`config.mk`:
```
export PLATFORM = sky130hd
export DESIGN_NAME = fbsc_cfg_regs
export DESIGN_NICKNAME = d
export VERILOG_FILES = /design/src/sv/fbsc_pkg.sv /design/src/sv/fbsc_cfg_regs.sv
export SDC_FILE = /design/constraint.sdc
export NUM_CORES = 1
export LEC_CHECK = 0
export BUFFER_PORTS_ARGS = -buffer_cell sky130_fd_sc_hd__buf_2
export CORE_ASPECT_RATIO = 1.4
export CORE_MARGIN = 5
export CORE_UTILIZATION = 30
export CTS_CLUSTER_SIZE = 25
export DETAILED_ROUTE_END_ITERATION = 7
export GPL_TIMING_DRIVEN = 0
export MAX_ROUTING_LAYER = met4
export PLACE_DENSITY = 0.63
export SLEW_MARGIN = 25
export SYNTH_ARGS = -nofsm -noshare
export SYNTH_HDL_FRONTEND = slang
export SYNTH_SLANG_ARGS = --single-unit
export TNS_END_PERCENT = 1
```
`constraint.sdc`:
```
create_clock -name clk -period 1.28 [get_ports clk]
set_clock_uncertainty 0.2 [all_clocks]
set_input_delay 0.128 -clock clk [delete_from_list [all_inputs] [get_ports clk]]
set_output_delay 0.128 -clock clk [all_outputs]
set_load 0.02 [all_outputs]
```
`src/sv/fbsc_pkg.sv`:
```
package fbsc_pkg;

	localparam int PLANE_COUNT = 6;
	localparam int NORMAL_BITS = 12;
	localparam int W_BITS = 28;
	localparam int W_SHIFT = 36;
	localparam int FRAC_SHIFT = 10;
	localparam int PLANE_BITS = 64;
	localparam int CFG_INDEX_BITS = 3;
	localparam int FLAG_BITS = 8;

	localparam logic [CFG_INDEX_BITS-1:0] REG_SHAPE_MODE = 3'd6;
	localparam logic [CFG_INDEX_BITS-1:0] REG_FLAG_BIT = 3'd7;

	// plane word: nx [11:0], ny [23:12], nz [35:24], w [63:36]
	typedef logic [PLANE_BITS-1:0] plane_t;

	typedef struct packed {
		plane_t [PLANE_COUNT-1:0] plane;
		logic shape_mode;
		logic [2:0] flag_bit;
	} cfg_t;

	typedef struct packed {
		logic en1;
		logic en2;
		logic en3;
	} stage_en_t;

endpackage

```
`src/sv/fbsc_cfg_regs.sv`:
```
module fbsc_cfg_regs (
	input  logic clk,
	input  logic arst_n,
	input  logic cfg_we,
	input  logic [fbsc_pkg::CFG_INDEX_BITS-1:0] cfg_index,
	input  logic [fbsc_pkg::PLANE_BITS-1:0] cfg_data,
	output fbsc_pkg::cfg_t cfg
);

	fbsc_pkg::cfg_t cfg_q;

	always_ff @(posedge clk or negedge arst_n) begin
		if (!arst_n) begin
			cfg_q <= '0;
		end else if (cfg_we) begin
			unique case (cfg_index)
				fbsc_pkg::REG_SHAPE_MODE: cfg_q.shape_mode <= cfg_data[0];
				fbsc_pkg::REG_FLAG_BIT:   cfg_q.flag_bit <= cfg_data[2:0];
				default:                  cfg_q.plane[cfg_index] <= cfg_data;
			endcase
		end
	end

	assign cfg = cfg_q;

endmodule

```
# Word level (Yosys, flattened, before mapping)
# Cells that the tools add are included.
[op_classes]
n_lt_le_gt_ge = 2
n_mux = 3
bitwise_logic = 1
n_eq_ne = 2
reduce_logical = 5
[ops]
columns = ["op", "n"]
rows = [
  ["384-bit bitwise mux", 1],
  ["64-bit demux with 3-bit select", 1],
  ["64-bit two-way mux", 1],
  ["3-bit == test, second input constant", 2],
  ["2-bit AND reduction", 3],
  ["3-bit by 4-bit < comparator with 1-bit output, second input constant", 1],
  ["3-bit by 1-bit greater-or-equal comparator with 1-bit output, second input constant", 1],
  ["2-bit OR reduction", 1],
  ["1-bit logical AND", 1],
  ["1-bit NOT", 1],
]
[totals]
regBits = 388
output_inout_bits = 388
elab_cells = 21

# Logic depth before layout (Yosys ltp)
[depth]
word_depth = 5
depth_mapped = 4
ltp_nobuf = 2

# Worst setup path after synthesis
# Ideal clock, no wire load.
[synth_timing]
path_kind = "input to register"
from = "in cfg_index[2] (netlist name)"
to = "reg cfg_q (netlist bit cfg[10])"
cell_stages = 4
t_required_ns = 0.955
path_buffers = 2
arrival_ns = 1.054
setup_slack_ns = -0.099
cell_sequence = "nor4b_2 buf_4 buf_6 mux2_2"
[synth_via]
elab_chain_cells = 5
[synth_rtl]
columns = ["item", "line_no", "rtl"]
rows = [
  ["from (decl)", "fbsc_cfg_regs.sv:5", "input logic [fbsc_pkg::CFG_INDEX_BITS-1:0] cfg_index,"],
  ["3-bit by 4-bit < comparator with 1-bit output (implied by the code) or 3-bit by 1-bit greater-or-equal comparator with 1-bit output (tied branches)", "fbsc_cfg_regs.sv:19", "default: cfg_q.plane[cfg_index] <= cfg_data;"],
  ["1-bit logical AND (implied by the code)", "fbsc_cfg_regs.sv:19", ""],
  ["64-bit two-way mux (implied by the code)", "fbsc_cfg_regs.sv:19", ""],
  ["64-bit demux with 3-bit select", "fbsc_cfg_regs.sv:19", ""],
  ["384-bit bitwise mux", "fbsc_cfg_regs.sv:19", ""],
  ["to (decl)", "fbsc_cfg_regs.sv:10", "fbsc_pkg::cfg_t cfg_q;"],
]
# Parallel ways exist; a longest one is shown, timed or not.
# A chain may end at the register's enable or synchronous reset.

# Worst setup path after layout
[layout_timing]
from = "reg cfg_q (netlist bit cfg[119])"
to = "out cfg[119] (netlist name)"
[layout_lines]
columns = ["item", "line_no", "rtl"]
rows = [
  ["to (decl)", "fbsc_cfg_regs.sv:7", "output fbsc_pkg::cfg_t cfg"],
]
# No word-level cell between the ends.

==> results.py <==
metrics = {
    "outcome": {
        "status": "finished, violations left",
        "violations": "hold timing, setup timing",
    },
    "synthesis": {
        "synth_seq_cells": 388,
        "synth_xor_area_frac": 0,
        "yosys.area_share.simple": 0.00552,
        "synth_area_um2": 15400,
        "synth_top_family_by_area": "multiplexers",
        "synth_area_leaders": "dfrtp_1 63%, mux2_4 18%, mux2_2 15%, buf_12 2.3%, buf_6 0.66%",
        "syn_nets": 896,
        "yosysWarnings": 0,
        "yosys.area_share.adder": 0,
        "yosysUniqueCellTypes": 11,
        "synth_mux_area_frac": 0.327,
        "synth_cells": 826,
        "synth_top_cell_area_share": 0.630,
        "synth-compound-area-share": 0,
        "avgSynthCellArea_um2": 18.7,
        "yosys.area.top_type": "dfrtp_1",
        "synth-seq-area-share": 0.630,
    },
    "setup_path": {
        "critical_path.top_delay_family": "flip-flops",
        "worstSetupStartpointType": "register",
        "critPathMaxFanout": 2,
        "crit_chain": "buf_6",
        "worstSetupPathType": "register to primary output",
        "required_ps": 950,
        "critPathBufInv": 1,
        "worstPathArrival_ps": 1110,
        "cp_slowest_stage_delay_ps": 420,
        "cp-end-kind": "primary output",
        "slowest_stage": "dfrtp_1",
    },
    "global_routing": {
        "grt_use_met1": 0.179,
        "grt-ovfl-total": 0,
        "grt_usage": 0.158,
        "grt_max_degree": 92,
        "met3_usage": 0.0430,
        "grtUsageMet2": 0.270,
        "top_usage_layer": "met2",
        "antenna_found_initial": 0,
        "grt_pass1_wl_mm": 67.2,
        "grt_pass1_vias": 10500,
    },
    "timing": {
        "timing.setup.tns_ps": -47860,
        "slew_headroom": 0.599,
        "finalHoldViolations": 223,
        "tightestPinTransition_ps": 602,
        "setup_slack_ps": -160,
        "report.final.slew_viol_count": 0,
        "hold_slack_ps": -638,
        "max_clock_freq_mhz": 695,
        "setup_viol": 388,
        "rsz0062_at_grt": "true",
        "min_period_over_period": 1.12,
        "min_period_ps": 1440,
    },
    "layout": {
        "num_antenna_cells": 0,
        "drive_gt1_frac": 0.675,
        "fill_cells": 4487,
        "synthToLayoutAreaGrowth_pct": 44.8,
        "nets": 1482,
        "largest_reg_flops": 388,
        "design_area_um2": 22300,
    },
    "cts": {
        "clk_pin_slew_worst_paths_ps": 70,
        "cts_htree_levels": 2,
        "cts_made_buffers": 41,
        "insertion_delay_ps": 530,
        "clk_path_buf_depth": 3,
        "hold_buffers": 68,
        "root_buffer": "clkbuf_16",
        "cts_tree": "yes",
        "clkSinkCount": 388,
    },
    "run": {
        "drv_cap": 0,
    },
    "placement": {
        "post-place-ws_ps": -528,
        "hpwl_mm": 30.9,
        "dpl-instance-area_um2": 18600,
        "gp_congestion": 0.778,
        "portBuffers": 457,
    },
    "drt": {
        "antenna_left": 0,
        "drcViolationCount": 0,
        "via_count": 9322,
        "wirelength_mm": 44.3,
        "wl_per_cell_um": 21.2,
        "drt_pass1_iterations": 4,
        "drt-initial-drc-count": 220,
        "viasPerCell": 4.46,
    },
    "floorplan": {
        "die_h_um": 278,
        "initial_utilization": 0.302,
        "die_x_um": 202,
        "ios": 458,
        "num_rows": 98,
        "core_um2": 51000,
        "dieArea_um2": 56100,
    },
    "power": {
        "cellPowerDensity_nw_per_um2": 1910,
        "p_leak_nw": 10.5,
        "peakVddDrop_v": 0.00118,
        "power_mw": 42.7,
    },
    "min_path": {
        "hold_class": "input port to async pin",
    },
}
[timing repair]
item                                   in CTS  in global routing
endpoints found under the hold margin     611                155
pin swaps                                   0                  0
setup endpoints to repair                 388                388
buffers inserted                           12                  2
resized for setup                         346                128
[worst paths after layout]
kind / start / end / slack [ps] / cells after the start
hold reg to reg: cfg[348] / cfg[348] / 300 / 1
hold / removal: arst_n / cfg[378] / -640 / 1
max in group asynchronous: arst_n / cfg[358] / 260 / 3
min in group clk: cfg_we / cfg[2] / 50 / 3
setup reg to reg: cfg[237] / cfg[237] / 160 / 2
setup / recovery: cfg[119] / cfg[119] / -160 / 1
[synthesized netlist by cell type]
cell,number
nand4_1,1
mux2_2,208
and4bb_1,3
nand4b_1,3
nor4b_2,1
buf_12,18
buf_2,2
buf_6,9
buf_4,13
mux2_4,180
dfrtp_1,388
[cell usage in the layout (no fill, tap or decap), drive strengths merged]
cell type,n
and4bb,3
buf,517
bufinv,5
clkbuf,56
clkinv,6
clkinvlp,4
dfrtp,388
dlygate4sd3,68
mux2,388
nand4,1
nand4b,3
nor4b,1
[where the power goes]
group	internal (mW)	total, mW	switching (mW)
logic	6.90	13.4	6.49
registers	15.0	16.8	1.82
clock network	7.47	12.5	4.99
total	29.4	42.7	13.3
[final cells by class]
type	count	area [µm²]	share of cell area
plain buffers	42	573	0.0257
clock buffers	56	1180	0.0530
clock inverters	15	218	0.00976
multi-input cells	396	5140	0.230
flip-flops and latches	388	9710	0.435
well taps	650	813	0.0365
repair buffers	543	4680	0.210
[routing by layer]
metal | vias up | part of all wire
li1 | 4107 | -
met1 | 4811 | 0.39
met2 | 315 | 0.51
met3 | 89 | 0.061
met4 | 0 | 0.037
met5 | - | 0
[cells by family after synthesis]
group,count (synthesis)
buffers and inverters,42
DFF,388
muxes,388
and+or+nand+nor,8
[stage by stage]
stage,instances,util,hold slack (ps)
floorplan,826,-,-368
global placement,1933,0.363,233
detailed placement,1937,0.365,-40.3
CTS,2088,0.429,-633
global route,2090,0.437,-604
finish,2090,0.437,-638
No activity file was read; power rests on OpenSTA's default activity.
