[config.mk]
export PLATFORM = sky130hd
export DESIGN_NAME = fbsc_plane_dp
export DESIGN_NICKNAME = d
export VERILOG_FILES = /design/src/sv/fbsc_pkg.sv /design/src/sv/fbsc_plane_dp.sv
export SDC_FILE = /design/constraint.sdc
export NUM_CORES = 2
export LEC_CHECK = 0
export BUFFER_PORTS_ARGS = -buffer_cell sky130_fd_sc_hd__buf_2
export CORE_MARGIN = 2
export CORE_UTILIZATION = 40
export CTS_BUF_LIST = sky130_fd_sc_hd__clkbuf_8 sky130_fd_sc_hd__clkbuf_16
export CTS_CLUSTER_DIAMETER = 30
export DETAILED_ROUTE_END_ITERATION = 10
export HOLD_SLACK_MARGIN = 0.05
export PLACE_DENSITY = 0.56
export SLEW_MARGIN = 20
export SYNTH_ARGS = -nofsm -noshare
export SYNTH_HDL_FRONTEND = slang
export SYNTH_SLANG_ARGS = --single-unit
[constraint.sdc]
create_clock -name clk -period 10.2 [get_ports clk]
set_input_delay 2.04 -clock clk [delete_from_list [all_inputs] [get_ports clk]]
set_output_delay 2.04 -clock clk [all_outputs]
set_load 0.1 [all_outputs]
[src/sv/fbsc_pkg.sv]
package fbsc_pkg;

	localparam int PLANE_COUNT = 6;
	localparam int NORMAL_BITS = 12;
	localparam int W_BITS = 28;
	localparam int W_SHIFT = 36;
	localparam int FRAC_SHIFT = 10;
	localparam int PLANE_BITS = 64;
	localparam int CFG_INDEX_BITS = 3;
	localparam int FLAG_BITS = 8;

	localparam logic [CFG_INDEX_BITS-1:0] REG_SHAPE_MODE = 3'd6;
	localparam logic [CFG_INDEX_BITS-1:0] REG_FLAG_BIT = 3'd7;

	// plane word: nx [11:0], ny [23:12], nz [35:24], w [63:36]
	typedef logic [PLANE_BITS-1:0] plane_t;

	typedef struct packed {
		plane_t [PLANE_COUNT-1:0] plane;
		logic shape_mode;
		logic [2:0] flag_bit;
	} cfg_t;

	typedef struct packed {
		logic en1;
		logic en2;
		logic en3;
	} stage_en_t;

endpackage

[src/sv/fbsc_plane_dp.sv]
module fbsc_plane_dp #(
	parameter int COORD_BITS = 24
) (
	input  logic clk,
	input  fbsc_pkg::stage_en_t en,
	input  fbsc_pkg::plane_t plane,
	input  logic shape_mode,
	input  logic signed [COORD_BITS-1:0] center_x,
	input  logic signed [COORD_BITS-1:0] center_y,
	input  logic signed [COORD_BITS-1:0] center_z,
	input  logic [COORD_BITS-2:0] extent_x,
	input  logic [COORD_BITS-2:0] extent_y,
	input  logic [COORD_BITS-2:0] extent_z,
	output logic neg_s3
);

	localparam int NB = fbsc_pkg::NORMAL_BITS;
	localparam int PW = COORD_BITS + NB;
	localparam int EW = COORD_BITS + NB - 1;
	localparam int WW = fbsc_pkg::W_BITS + fbsc_pkg::FRAC_SHIFT;
	localparam int SW = ((PW > WW) ? PW : WW) + 3;

	logic signed [NB-1:0] nx, ny, nz;
	logic [NB-1:0] anx, any_n, anz;
	logic signed [fbsc_pkg::W_BITS-1:0] w;
	logic signed [SW-1:0] w_term;

	logic signed [PW-1:0] pcx_s1, pcy_s1, pcz_s1;
	logic [EW-1:0] pex_s1, pey_s1, pez_s1;
	logic signed [SW-1:0] sumc_s2, sume_s2, d;

	assign nx = $signed(plane[NB-1:0]);
	assign ny = $signed(plane[2*NB-1:NB]);
	assign nz = $signed(plane[3*NB-1:2*NB]);
	assign w = $signed(plane[fbsc_pkg::PLANE_BITS-1:fbsc_pkg::W_SHIFT]);

	// magnitude of the most negative normal still fits as unsigned
	assign anx = nx[NB-1] ? NB'(-nx) : NB'(nx);
	assign any_n = ny[NB-1] ? NB'(-ny) : NB'(ny);
	assign anz = nz[NB-1] ? NB'(-nz) : NB'(nz);

	assign w_term = $signed(SW'(w)) <<< fbsc_pkg::FRAC_SHIFT;

	always_ff @(posedge clk) begin
		if (en.en1) begin
			pcx_s1 <= PW'(nx) * PW'(center_x);
			pcy_s1 <= PW'(ny) * PW'(center_y);
			pcz_s1 <= PW'(nz) * PW'(center_z);
			if (shape_mode) begin
				// radius aligned to the product fraction
				pex_s1 <= EW'({extent_x, {fbsc_pkg::FRAC_SHIFT{1'b0}}});
				pey_s1 <= '0;
				pez_s1 <= '0;
			end else begin
				pex_s1 <= EW'(anx) * EW'(extent_x);
				pey_s1 <= EW'(any_n) * EW'(extent_y);
				pez_s1 <= EW'(anz) * EW'(extent_z);
			end
		end
	end

	always_ff @(posedge clk) begin
		if (en.en2) begin
			sumc_s2 <= SW'(pcx_s1) + SW'(pcy_s1) + SW'(pcz_s1) + w_term;
			sume_s2 <= $signed(SW'(pex_s1) + SW'(pey_s1) + SW'(pez_s1));
		end
	end

	assign d = sumc_s2 - sume_s2;

	always_ff @(posedge clk) begin
		if (en.en3) begin
			neg_s3 <= d[SW-1];
		end
	end

endmodule

== Yosys cells after proc, flatten, opt, wreduce, memory -nomap -nowiden ==
Index checks and enable logic that the tools add are counted.

* Register bits: 296
* Input bits: 210
* Output and inout bits: 1
* Logic and storage cells: 29

* Add/subtract/negate cells: 9
* Multipliers: 6
* Mux-type cells: 4

{| class="wikitable"
|+ Operators by type and width
! cell !! count
|-
| multiplier 12 x 24 -> 36 bit || 3
|-
| multiplier 12 x 23 -> 35 bit || 3
|-
| subtractor 41 bit || 1
|-
| adder 38 x 38 -> 39 bit || 1
|-
| adder 37 x 36 -> 38 bit || 1
|-
| adder 36 x 35 -> 37 bit || 1
|-
| adder 36 x 36 -> 37 bit || 1
|-
| adder 35 x 35 -> 36 bit || 1
|-
| 2-to-1 mux 12 bit || 3
|-
| negation 12 bit || 3
|-
| 2-to-1 mux 33 bit || 1
|}

== Depth between registers and ports, before layout ==
* Word-level depth: 4
* Gate-level depth with buffers: 30
* Depth with buffers taken out: 27

== Worst setup path before layout ==
Ideal clock, no wire load.

* Kind: input to register
* Start point: input port plane[26]
* End point: register pez_s1[34] (data pin)
* Library setup time: 0.266 ns
* Data arrival time: 8.484 ns
* Required time: 9.934 ns
* Setup slack: 1.450 ns
* Stages on the path: 25
* Path buffers: 2
* Cells stage by stage: clkbuf_1 -> or4_1 -> or3_1 -> nor4_1 -> clkbuf_1 -> nand2_1 -> fa_1 -> fa_1 -> inv_1 -> fa_1 -> inv_1 -> fa_1 -> inv_1 -> fa_1 -> ha_1 -> nand3_1 -> a211oi_1 -> o21ai_0 -> a21oi_1 -> a31o_2 -> a41oi_2 -> a21oi_1 -> o41ai_2 -> mux2i_1 -> or3b_1

* Longest elaborated chain between the ends: 3

{| class="wikitable"
|+ RTL lines
! element !! line !! text
|-
| start: declaration || fbsc_plane_dp.sv:6 || <nowiki>input fbsc_pkg::plane_t plane,</nowiki>
|-
| negation 12 bit || fbsc_plane_dp.sv:40 || <nowiki>assign anz = nz[NB-1] ? NB'(-nz) : NB'(nz);</nowiki>
|-
| 2-to-1 mux 12 bit (*) || fbsc_plane_dp.sv:40 ||
|-
| multiplier 12 x 23 -> 35 bit (*) || fbsc_plane_dp.sv:57 || <nowiki>pez_s1 <= EW'(anz) * EW'(extent_z);</nowiki>
|-
| end signal: assignment || fbsc_plane_dp.sv:57 ||
|-
| end: declaration || fbsc_plane_dp.sv:29 || <nowiki>logic [EW-1:0] pex_s1, pey_s1, pez_s1;</nowiki>
|}

Every way passes the cells marked *; elsewhere a longest branch is shown, timed or not.
A chain may end at the register's enable or synchronous reset.

== Worst setup path after layout ==
* Start point: input port plane[11]
* End point: register pex_s1[34] (data pin)

* Longest elaborated chain between the ends: 3

{| class="wikitable"
|+ RTL lines
! element !! line !! text
|-
| negation 12 bit || fbsc_plane_dp.sv:38 || <nowiki>assign anx = nx[NB-1] ? NB'(-nx) : NB'(nx);</nowiki>
|-
| 2-to-1 mux 12 bit (*) || fbsc_plane_dp.sv:38 ||
|-
| multiplier 12 x 23 -> 35 bit (*) || fbsc_plane_dp.sv:55 || <nowiki>pex_s1 <= EW'(anx) * EW'(extent_x);</nowiki>
|-
| end signal: assignment || fbsc_plane_dp.sv:51 || <nowiki>pex_s1 <= EW'({extent_x, {fbsc_pkg::FRAC_SHIFT{1'b0}}});</nowiki>
|-
| end signal: assignment || fbsc_plane_dp.sv:55 ||
|-
| end: declaration || fbsc_plane_dp.sv:29 ||
|}

Marked as above.

==> impl_metrics.yaml <==
floorplan:
  fp.coreArea_um2: 178000
  die-height_um: 427
  fp.dieArea_um2: 182000
  std_cell_rows: 155
  pin_count: 211
  die_x_um: 427
  start_util: 0.401
timing:
  period_share: 0.888
  slew-limit-headroom: 0.254
  hold_violations: 0
  rsz0062_at_grt: "no"
  finalClockSkew_ns: 0.0720
  worst_slew_pin_slew_ns: 1.12
  fin_tns_setup_ns: 0
  slew_violations: 0
  setup_violations: 0
  clock.fmax_ghz: 0.110
  min_period_ns: 9.06
synthesis:
  avgSynthCellArea_um2: 9.35
  synthArstFlopShare: 0
  seq_area_frac_synth: 0.122
  synth_ff_type: "edfxtp_1"
  synth_edf_count: 290
  synth-seq-cells: 290
  synth_cells: 7645
  ys_types: 91
  syn-num-nets: 9924
  yosysWarnings: 0
  syn_area_um2: 71500
global_routing:
  met2_usage: 0.388
  grt_max_degree: 97
  grtUsageMet3: 0.0248
  first_global_vias: 56939
  grt_pass1_wl_mm: 318
  use_met1: 0.292
  top_usage_layer: "met2"
  grt_use_total: 0.224
  antenna_found_initial: 28
  grt_overflow: 0
clock_network:
  postCtsHoldBufs: 0
  clkTransAtPathRegs_ns: 0.05
  cts_max_level: 3
  cts.sinks: 290
  cts.path.max_buffers: 3
  cts_resized: 0
  clk_latency_ns: 0.64
  clockRootBuffer: "clkbuf_16"
  tritoncts: "yes"
  postCtsSetupBuffers: 0
  cts_buffers: 75
layout:
  nets: 9938
  drive_gt1_frac: 0.0637
  n_fill_cell: 17470
  area_growth_pct: 8.71
  stdcell_count: 10088
setup_path:
  crit_cells: 24
  arrival_ns: 9.36
  worst-path-buf-inv: 6
  end_kind: "flop"
  startpoint: "plane[11]"
  path_class: "in2reg"
  r2r_cells: 14
  r2r-start: "pcy_s1[2]"
  rrSetupSlack_ns: 5.78
  slowest_delay_ns: 0.63
  crit_top_cell: "fa_1"
  cp-start-kind: "primary input"
  r2r-end: "sumc_s2[36]"
  crit_fanout: 32
  cp.required_ns: 10.50
  crit_chain: "buf_2 -> inv_1 -> a31oi_1 -> xor2_2 -> buf_4 -> nand2_1 -> fa_1 -> inv_1 -> fa_1 -> fa_1 -> fa_1 -> inv_1 -> fa_1 -> inv_1 -> ha_1 -> o211ai_1 -> nor3_1 -> a2111o_1 -> or3b_1 -> o211ai_1 -> and3_4 -> o311ai_2 -> a21oi_1 -> nor3b_2"
  cp_top_family: "adder cells"
  critPathSlowestCell: "buf_2"
  crit_end: "pex_s1[34]"
routing:
  ant_nets: 0
  vias: 51354
  drtIter0Drc: 2867
  dr.pass1.iters: 7
  wl_per_cell_um: 19.4
  drc_errors: 0
  routed_wl_mm: 196
  drt-vias-per-instance: 5.09
placed_design:
  dpl.hpwl_mm: 160
  gp_congestion: 0.881
  io_buffers: 210
  place_inst: 9937
worst_hold_path:
  hp-class: "reg2reg"
status:
  status: "complete, no violations"
job:
  cap_violations: 0
## flip-flops by register name, summed over array words and instances, names as in the netlist
signal	flops
pcy_s1	36
pey_s1	35
pcz_s1	36
neg_s3	1
sume_s2	37
pex_s1	35
sumc_s2	39
pez_s1	35
pcx_s1	36
## per-stage QoR
stage          setup WS (ns)  hold WS, ns  utilization  instance area, um2
2_1_floorplan           1.45        0.552            -               71500
3_3_place_gp           0.766        0.751        0.421               75000
3_5_place_dp           0.678        0.765        0.421               75000
4_1_cts                 1.24        0.771        0.436               77700
5_1_grt                0.671        0.801        0.436               77700
6_report                1.14        0.762        0.436               77700
## layout by cell type (no fill, tap or decap), types with 22 or more instances in the layout
master	netlist	final
a211oi_1	30	30
clkbuf_16	0	75
a21oi_1	200	200
nand2_1	1215	1215
ha_1	562	562
nor3_1	60	60
o21bai_1	27	27
o21a_1	37	37
nand2b_1	110	110
buf_4	0	70
and3_1	30	30
xnor2_1	187	163
buf_2	0	207
fa_1	1507	1507
edfxtp_1	290	290
nor2b_1	46	46
nand4_1	22	22
and2_1	543	543
o21ai_0	142	139
nand3_1	40	40
nor2_1	178	178
inv_1	1644	1651
xor2_1	77	75
a21o_1	116	116
## worst min path at each step
stage                      from          to  slack, ns  cells after the start
finish                pcx_s1[1]  sumc_s2[1]       0.76                      2
global route          pez_s1[1]  sume_s2[1]       0.80                      2
CTS                   pcx_s1[1]  sumc_s2[1]       0.77                      2
detailed placement    pcz_s1[1]  sumc_s2[1]       0.77                      2
global placement      pcz_s1[1]  sumc_s2[1]       0.75                      2
floorplan           sumc_s2[39]      neg_s3       0.55                      2
## synthesized netlist by cell type (20+ instances only)
| cell type | n | area share |
|---|---|---|
| nand2_1 | 1215 | 0.064 |
| o21ai_0 | 142 | 0.0099 |
| xnor2_1 | 187 | 0.023 |
| a21o_1 | 116 | 0.012 |
| o211ai_1 | 20 | 0.0021 |
| o21bai_1 | 27 | 0.0028 |
| nor3_1 | 60 | 0.0042 |
| inv_1 | 1644 | 0.086 |
| and2_1 | 543 | 0.048 |
| o21a_1 | 37 | 0.0039 |
| fa_1 | 1507 | 0.42 |
| nor2b_1 | 46 | 0.0040 |
| nand2b_1 | 110 | 0.0096 |
| a21oi_1 | 200 | 0.014 |
| nor2_1 | 178 | 0.0093 |
| and3_1 | 30 | 0.0026 |
| nand4_1 | 22 | 0.0019 |
| edfxtp_1 | 290 | 0.12 |
| clkbuf_1 | 327 | 0.017 |
| a211oi_1 | 30 | 0.0032 |
| xor2_1 | 77 | 0.0094 |
| ha_1 | 562 | 0.098 |
| nand3_1 | 40 | 0.0028 |
## worst register-to-register path, cell delays in order, from the launching register on
cell and delay [ns]:
edfxtp_1 0.48, fa_1 0.52, ha_1 0.30, ha_1 0.24
fa_1 0.47, a21o_1 0.17, a21oi_1 0.22, nor2b_1 0.10
o22ai_1 0.34, o31ai_1 0.24, a21oi_2 0.32, o211ai_1 0.21
a31o_2 0.27, a21oi_1 0.18, xnor2_1 0.10
## kinds of logic (layout without fill, tap and decap cells)
logic type / count (synthesis) / count (layout) / share of synthesized area
multiplexers: 7 / 7 / 0.00103
XOR/XNOR: 264 / 264 / 0.0324
other: 0 / 12 / 0
buffers and inverters: 1985 / 2061 / 0.104
AO/OA/AOI/OAI: 723 / 723 / 0.0671
AND/OR/NAND/NOR: 2307 / 2307 / 0.153
adder cells (fa/ha/maj): 2069 / 2069 / 0.521
flip-flops: 290 / 290 / 0.122
## metal layers
metal | vias to the layer above | part of all wire
li1 | 23221 | -
met1 | 26690 | 0.43
met2 | 1131 | 0.50
met3 | 294 | 0.043
met4 | 18 | 0.031
met5 | - | 0.00067
## area by class of cell
cell class | instances | area, um2 | area share
multi-input combinational | 5370 | 55600 | 0.715
sequential | 290 | 8710 | 0.112
inverter | 1644 | 6170 | 0.0794
tap | 2355 | 2950 | 0.0379
clock buffer | 75 | 1880 | 0.0242
timing repair buffer | 278 | 1580 | 0.0203
clock inverter | 64 | 807 | 0.0104
antenna | 12 | 30.0 | 0.000387
Power is left out: the tool's default activity adds up to more than one toggle a clock period on the data nets, which glitch-free logic cannot reach.
